===== src/hw/rtl/ttr_pkg.sv =====
// Shared types and constants of the time-triggered task release block.
package ttr_pkg;

    localparam int TASK_INDEX_W = 3;
    localparam int TICKS_W      = 32;

    // Input item function codes
    localparam logic FUNC_REGISTER = 1'b0;
    localparam logic FUNC_TICK     = 1'b1;

    typedef logic [TASK_INDEX_W-1:0] task_index_t;
    typedef logic [TICKS_W-1:0]      ticks_t;

    // One result item
    typedef struct packed {
        task_index_t task_index;
        logic        released;
        logic        table_full;
        logic        last;
    } result_t;

endpackage


===== src/hw/rtl/ttr_ram.sv =====
// Generic single-port-write, single-port-read RAM with a registered read.
module ttr_ram #(
    parameter  int WIDTH  = 64,
    parameter  int DEPTH  = 8,
    localparam int ADDR_W = (DEPTH > 1) ? $clog2(DEPTH) : 1
) (
    input  logic              aclk,
    input  logic              wr_en,
    input  logic [ADDR_W-1:0] wr_addr,
    input  logic [WIDTH-1:0]  wr_data,
    input  logic [ADDR_W-1:0] rd_addr,
    output logic [WIDTH-1:0]  rd_data
);

    logic [WIDTH-1:0] mem_reg [DEPTH];
    logic [WIDTH-1:0] rd_data_reg;

    // Write one entry, register the read word
    always_ff @(posedge aclk) begin
        if (wr_en) begin
            mem_reg[wr_addr] <= wr_data;
        end
        rd_data_reg <= mem_reg[rd_addr];
    end

    assign rd_data = rd_data_reg;

endmodule


===== src/hw/rtl/time_triggered_task_release.sv =====
// Top level of the time-triggered task release block.
//
// Usage: s_ carries items in; func 0 registers a task (period, offset) in the
// next free slot, func 1 is one scheduler tick. m_ carries result items out.
// A registration gives one result: the new slot index, or table_full when
// every slot is taken. A tick walks the occupied slots in index order and
// gives one result per released task (released = 1), the final one marked
// last; a tick that releases nothing gives one empty result with last = 1.
// A registration's result passes the result register, then the output
// register. A tick does one read-modify-write per registered task on the
// task table RAM (read, then check and write back). One item is worked on
// at a time; s_ready is high while idle, even when the last result still
// sits in the output register.
// Reset clears the task count and all control state; the table needs no
// clearing since only registered slots are read. When the receiver stalls,
// the output register holds its transfer and the table walk pauses before
// it would produce the next result.
module time_triggered_task_release #(
    parameter int MAX_TASKS = 8
) (
    input  logic                 aclk,
    input  logic                 aresetn,
    input  logic                 s_valid,
    output logic                 s_ready,
    input  logic                 s_func,
    input  ttr_pkg::ticks_t      s_period_ticks,
    input  ttr_pkg::ticks_t      s_offset_ticks,
    output logic                 m_valid,
    input  logic                 m_ready,
    output ttr_pkg::task_index_t m_task_index,
    output logic                 m_released,
    output logic                 m_table_full,
    output logic                 m_last
);
    import ttr_pkg::*;

    localparam int CNT_W   = $clog2(MAX_TASKS + 1);
    localparam int IDX_W   = (MAX_TASKS > 1) ? $clog2(MAX_TASKS) : 1;
    localparam int ENTRY_W = 2 * TICKS_W;

    localparam logic [1:0] ST_IDLE = 2'd0;
    localparam logic [1:0] ST_READ = 2'd1;
    localparam logic [1:0] ST_CHK  = 2'd2;
    localparam logic [1:0] ST_EMIT = 2'd3;

    logic [1:0]       state_reg, state_next;
    logic [CNT_W-1:0] count_reg, count_next;
    logic [CNT_W-1:0] idx_reg, idx_next;
    logic             pend_valid_reg, pend_valid_next;
    task_index_t      pend_idx_reg, pend_idx_next;
    result_t          res_reg, res_next;
    result_t          out_reg, out_next;
    logic             m_valid_reg, m_valid_next;

    logic               wr_en;
    logic [IDX_W-1:0]   wr_addr;
    logic [ENTRY_W-1:0] wr_data;
    logic [ENTRY_W-1:0] rd_data;

    logic   s_xfer;
    logic   out_free;
    logic   table_full;
    ticks_t cur_period;
    ticks_t cur_delay;
    logic   due;
    ticks_t new_delay;

    // Task table: period in the upper half, delay in the lower half
    ttr_ram #(
        .WIDTH (ENTRY_W),
        .DEPTH (MAX_TASKS)
    ) u_task_ram (
        .aclk    (aclk),
        .wr_en   (wr_en),
        .wr_addr (wr_addr),
        .wr_data (wr_data),
        .rd_addr (idx_reg[IDX_W-1:0]),
        .rd_data (rd_data)
    );

    assign s_ready    = (state_reg == ST_IDLE);
    assign s_xfer     = s_valid && s_ready;
    assign out_free   = !m_valid_reg || m_ready;
    assign table_full = (count_reg >= CNT_W'(MAX_TASKS));

    // Release check and reload of the entry just read
    assign cur_period = rd_data[ENTRY_W-1:TICKS_W];
    assign cur_delay  = rd_data[TICKS_W-1:0];
    assign due        = (cur_delay == '0);
    assign new_delay  = (due ? cur_period : cur_delay) - TICKS_W'(1);

    // Sequence control, table writes and output loading
    always_comb begin
        state_next      = state_reg;
        count_next      = count_reg;
        idx_next        = idx_reg;
        pend_valid_next = pend_valid_reg;
        pend_idx_next   = pend_idx_reg;
        res_next        = res_reg;
        out_next        = out_reg;
        m_valid_next    = m_valid_reg && !m_ready;
        wr_en           = 1'b0;
        wr_addr         = idx_reg[IDX_W-1:0];
        wr_data         = {cur_period, new_delay};

        case (state_reg)
            ST_IDLE: begin
                if (s_xfer) begin
                    if (s_func == FUNC_TICK) begin
                        idx_next        = '0;
                        pend_valid_next = 1'b0;
                        state_next      = ST_READ;
                    end else if (table_full) begin
                        res_next   = '{task_index: '0, released: 1'b0,
                                       table_full: 1'b1, last: 1'b1};
                        state_next = ST_EMIT;
                    end else begin
                        wr_en      = 1'b1;
                        wr_addr    = count_reg[IDX_W-1:0];
                        wr_data    = {s_period_ticks, s_offset_ticks};
                        count_next = count_reg + CNT_W'(1);
                        res_next   = '{task_index: TASK_INDEX_W'(count_reg),
                                       released: 1'b0, table_full: 1'b0,
                                       last: 1'b1};
                        state_next = ST_EMIT;
                    end
                end
            end
            ST_READ: begin
                // Finish the walk, or go on to the check step while the entry is read
                if (idx_reg >= count_reg) begin
                    if (pend_valid_reg) begin
                        res_next = '{task_index: pend_idx_reg, released: 1'b1,
                                     table_full: 1'b0, last: 1'b1};
                    end else begin
                        res_next = '{task_index: '0, released: 1'b0,
                                     table_full: 1'b0, last: 1'b1};
                    end
                    state_next = ST_EMIT;
                end else begin
                    state_next = ST_CHK;
                end
            end
            ST_CHK: begin
                // Hold while an earlier release cannot be handed on
                if (!(due && pend_valid_reg && !out_free)) begin
                    wr_en    = 1'b1;
                    idx_next = idx_reg + CNT_W'(1);
                    if (due) begin
                        if (pend_valid_reg) begin
                            out_next     = '{task_index: pend_idx_reg, released: 1'b1,
                                             table_full: 1'b0, last: 1'b0};
                            m_valid_next = 1'b1;
                        end
                        pend_valid_next = 1'b1;
                        pend_idx_next   = TASK_INDEX_W'(idx_reg);
                    end
                    state_next = ST_READ;
                end
            end
            ST_EMIT: begin
                if (out_free) begin
                    out_next     = res_reg;
                    m_valid_next = 1'b1;
                    state_next   = ST_IDLE;
                end
            end
            default: begin
                state_next = ST_IDLE;
            end
        endcase
    end

    // Control registers
    always_ff @(posedge aclk) begin
        if (!aresetn) begin
            state_reg      <= ST_IDLE;
            count_reg      <= '0;
            pend_valid_reg <= 1'b0;
            m_valid_reg    <= 1'b0;
        end else begin
            state_reg      <= state_next;
            count_reg      <= count_next;
            pend_valid_reg <= pend_valid_next;
            m_valid_reg    <= m_valid_next;
        end
    end

    // Payload registers
    always_ff @(posedge aclk) begin
        idx_reg      <= idx_next;
        pend_idx_reg <= pend_idx_next;
        res_reg      <= res_next;
        out_reg      <= out_next;
    end

    assign m_valid      = m_valid_reg;
    assign m_task_index = out_reg.task_index;
    assign m_released   = out_reg.released;
    assign m_table_full = out_reg.table_full;
    assign m_last       = out_reg.last;

    // Task count never passes the table depth
    a_count_bound: assert property (@(posedge aclk) disable iff (!aresetn)
        count_reg <= CNT_W'(MAX_TASKS))
        else $error("task count above table depth");

    // An accepted registration into a free slot advances the count by one
    a_count_step: assert property (@(posedge aclk) disable iff (!aresetn)
        (s_xfer && s_func == FUNC_REGISTER && !table_full)
        |=> count_reg == $past(count_reg) + CNT_W'(1))
        else $error("registration did not advance task count");

    // The walk index never runs past the occupied slots
    a_idx_bound: assert property (@(posedge aclk) disable iff (!aresetn)
        (state_reg == ST_READ || state_reg == ST_CHK) |-> idx_reg <= count_reg)
        else $error("walk index beyond occupied slots");

    // A table write outside idle only happens during the check step
    a_wr_step: assert property (@(posedge aclk) disable iff (!aresetn)
        (wr_en && state_reg != ST_IDLE) |-> state_reg == ST_CHK && idx_reg < count_reg)
        else $error("table write outside the check step");

    // A release result never reports a full table
    a_rel_full: assert property (@(posedge aclk) disable iff (!aresetn)
        (m_valid && m_released) |-> !m_table_full)
        else $error("release result flagged table full");

endmodule


===== config.mk =====
export PLATFORM = sky130hd
export DESIGN_NAME = time_triggered_task_release
export DESIGN_NICKNAME = d
export VERILOG_FILES = /design/src/hw/rtl/ttr_pkg.sv /design/src/hw/rtl/ttr_ram.sv /design/src/hw/rtl/time_triggered_task_release.sv
export SDC_FILE = /design/constraint.sdc
export NUM_CORES = 1
export LEC_CHECK = 0
export BUFFER_PORTS_ARGS = -buffer_cell sky130_fd_sc_hd__buf_4
export CORE_AREA = 4 4 259 159
export CTS_CLUSTER_DIAMETER = 120
export CTS_CLUSTER_SIZE = 25
export DETAILED_ROUTE_END_ITERATION = 7
export DIE_AREA = 0 0 263 163
export GPL_ROUTABILITY_DRIVEN = 0
export GPL_TIMING_DRIVEN = 0
export PLACE_DENSITY_LB_ADDON = 0.08
export SLEW_MARGIN = 15
export SYNTH_ARGS = -nofsm -noshare
export SYNTH_HDL_FRONTEND = slang
export SYNTH_SLANG_ARGS = --single-unit

===== constraint.sdc =====
create_clock -name aclk -period 5.9 [get_ports aclk]
set_input_delay 0.295 -clock aclk [delete_from_list [all_inputs] [get_ports aclk]]
set_output_delay 0.295 -clock aclk [all_outputs]
set_load 0.01 [all_outputs]

==> summary.md <==
| Metric | Value |
|---|---|
| Run status | finished, final reports clean |
| RSZ-0062 raised after global routing | false |
| Clock network power share | between 20% and 30% |
| Seq/Total Area, Yosys | a little over 70% |
| Hold Path Class | input pin to flop |
| Max clock buf depth | 3 |
| Largest net degree at the start of global routing | 27 |
| Die Y | 163 um |
| Pleak | about 0.0085 uW |
| Setup violators final | 0 |
| Port Buf Inserts | 76 |
| Worst reg2reg path depth | 16 |
| Cell count after synthesis | about 1,300 |
| Clk sink count | approximately 600 |
| Synth warnings | 0 |
| Asr flop ratio synth | 0% |
| Hold depth | 3 |
| EDFF count, synth | 530 |
| Internal power | 6710 uW |
| Psw | around 2400 uW |
| CP max stage cell | nor4b_1 |
| Mapped Area | about 24,000 um^2 |
| Drt wl/cell | about 28 um |
| Footprint of the multi-input gates | approximately 6300 um^2 |
| Final Instance Area | 26,600 um^2 |
| Layout Nets | between 1,500 and 2,000 |
| Clock root buffer | clkbuf_16 |
| Min Clock Period, post-route | around 5.5 ns |
| Number of global-route vias before repair | roughly 13,000 |
| Syn nets | between 1,000 and 1,500 |
| Clock-pin transition on the worst setup and hold timing paths | 0.10 ns |
| Worst slew pin tran | 1.32 ns |
| Count of different cell masters after synthesis | 64 |
| Max_slew headroom | between 10 and 15% |
| Switching share of power | around a quarter |
| Area growth syn-to-layout | 11.4% |
| Synthesis-stage register bit count | between 600 and 700 |
| CTS tree | yes |
| Syn_area_per_cell | 17.9 um^2 |
| Max-Cap Viols | 0 |
| Worst path cell trace | nor3_1, and4_1, clkbuf_1, and4_1, buf_4, buf_2, buf_2, a21oi_1, ha_1, nor4b_1, nand4_1, a31oi_2, nand2_1, nor3_1, xor2_1, o21ai_0 |
| Initial DRC count | around 1,600 |
| Row cnt | 56 |
| Max reg flops | a little over 500 |
| DR DRC count | 0 |
| Setup crit end kind | flop |
| Post-DRT Antenna Nets | 0 |
| DRT Wirelength | approximately 56,000 um |
| CTS H-tree lvls | 1 |
| Total power draw | just over 9000 uW |
| Synth Flop Type | edfxtp_1 |
| CORE AREA | 38,800 um^2 |
| Initial antenna violation count | 1 |
| Worst clock skew | just over 0.03 ns |
| Commonest non-fill, non-tap cell in the layout | edfxtp_1 |
| GRT Util Overall | approximately a quarter |
| Global-route wire length before repair | 83,500 um |
| CP Class | flop to flop |
| Total gr overflow | 0 |
| Crit path launch type | flop |
| Die Wd | roughly 260 um |
| Critical Path Max Stage Delay | between 0.8 and 0.9 ns |
| Share of cells above drive strength 1 | 24.1% |
| Post-Place Cells | 1,954 |
| Io pins | 77 |
| Final WS setup | roughly 0.36 ns |
| Initial Utilization | roughly three fifths |
| Worst-Skew Late Latency | 0.60 ns |
| Vias per inst | ~6.5 |
| F_max | between 0.15 and 0.2 GHz |
| Routed via count | 13,000 |
| Post-CTS Setup Inserts | 0 |
| TritonCTS Buffers | 28 |
| Period utilization | between 90% and 100% |
| Hold Vio Cnt, Final | 0 |
| Commonest non-fill, non-tap cells in the layout | edfxtp_1 (530), nand2_1 (137), mux4_2 (128), buf_4 (77), dfxtp_1 (72) |
| Reg2Reg Setup Slack | ~0.36 ns |
| Final Non-Filler Cells | ~2,000 |
| CP Data Arrival Time | 5.82 ns |
| Storage element area | between 15,000 and 20,000 um^2 |
| Placement Cell Area | approximately 26,000 um^2 |
| Fillers | between 2,000 and 3,000 |
| Sequential Power Share | about three fifths |
| Gate power share | 16.0% |
| Pre-Repair DR Iteration Count | 6 |
| Maximum vdd drop | around 0.25 mV |
| Post-Place Setup Slack | 0.633 ns |
| Die area | between 40,000 and 50,000 um^2 |
| Critical path peak fanout | 10 |
| Slew Limit Fails | 0 |
| CP required | roughly 6.2 ns |
| Hpwl dp | between 30,000 and 40,000 um |
| Cell Pwr Density | 341 nW/um^2 |
## per-layer routing
| metal | GRT usage (%) | wire length, um |
|---|---|---|
| met1 | 40.1 | 23400 |
| met2 | 40.5 | 25700 |
| met3 | 4.97 | 5450 |
| met4 | 6.53 | 1480 |
| met5 | 0 | 0 |
## worst paths after layout
check	start	to
worst min register to register	res_reg[2]	m_released
worst min-delay path	m_ready	m_valid
worst max register to register	u_task_ram.rd_data[14]	u_task_ram.mem_reg[3][18]
worst max-delay path	u_task_ram.rd_data[14]	u_task_ram.mem_reg[3][18]
## stage by stage
| stage | hold slack [ns] | util, % | setup TNS, ns |
|---|---|---|---|
| floorplan | 0.413 | - | 0 |
| global placement | 0.484 | 64.6 | -1519.00 |
| finish | 0.0493 | 68.5 | 0 |
| detailed placement | 0.485 | 66.2 | 0 |
| global route | 0.0511 | 68.4 | 0 |
| CTS | 0.0283 | 68.4 | 0 |
## kinds of logic (layout without fill, tap and decap cells)
kind of cell | after synthesis | in the layout | share of synthesized area, %
AOI/OAI and AO/OA | 129 | 129 | 3.24
xor gates and xnor gates | 22 | 22 | 0.808
adders and majority gates | 8 | 8 | 0.420
buffers and inverters | 72 | 226 | 1.17
DFF | 602 | 602 | 72.8
muxes | 200 | 200 | 15.5
other | 0 | 2 | 0
and+or+nand+nor | 298 | 298 | 6.06
## power by group through the flow
| stage | clock network (uW) | logic [uW] | registers [uW] |
|---|---|---|---|
| global route | 2410 | 1570 | 5450 |
| finish | 2200 | 1450 | 5420 |
| detailed placement | 0 | 1440 | 5510 |
| global placement | 0 | 1330 | 5530 |
| floorplan | 0 | 948 | 5410 |
| CTS | 2230 | 1440 | 5420 |
## timing repair
| item | in CTS | in global routing |
|---|---|---|
| gates resized for setup | 0 | 0 |
| hold buffers | 2 | 0 |
| hold endpoints to repair | 5 | 0 |
## layout make-up
| cell class | count | area share [%] |
|---|---|---|
| antenna | 2 | 0.0188 |
| inverter | 9 | 0.127 |
| tap | 522 | 2.46 |
| clock buffer | 50 | 3.03 |
| clock inverter | 1 | 0.113 |
| multi-input combinational | 657 | 23.7 |
| sequential | 602 | 65.3 |
| timing repair buffer | 103 | 4.36 |
| buffer | 63 | 0.923 |
## synth_stat cells (all sizes together), types with 3 or more instances
cell	n	share of area, %
nand4	13	0.34
nor2	49	0.77
mux2	69	3.3
o31ai	4	0.13
clkbuf	45	0.71
inv	9	0.14
or3	7	0.18
ha	8	0.42
nand2b	8	0.21
nor2b	3	0.079
xnor2	14	0.51
nand2	137	2.2
mux4	128	12
and3	3	0.084
a21boi	3	0.094
xor2	8	0.29
a21oi	43	0.92
a211oi	3	0.094
dfxtp	72	6.0
or4	4	0.14
nor3b	4	0.13
o21a	4	0.13
nor4b	4	0.24
edfxtp	530	67
and2	8	0.21
nor4	14	0.39
mux2i	3	0.18
nand3	15	0.37
or2	4	0.10
nor3	19	0.42
a21o	4	0.13
o21ai	38	0.80
a31oi	13	0.37
buf	18	0.32
## critical path, delay by kind of cell (launching register included)
kind                     cells  cell delay, ns
flip-flops                   1            0.48
AND/OR/NAND/NOR              7            2.09
buffers and inverters        4            0.86
AO/OA/AOI/OAI                3            1.42
XOR/XNOR                     1            0.11
adder cells (fa/ha/maj)      1            0.24
Power figures use the tool's default switching activity.
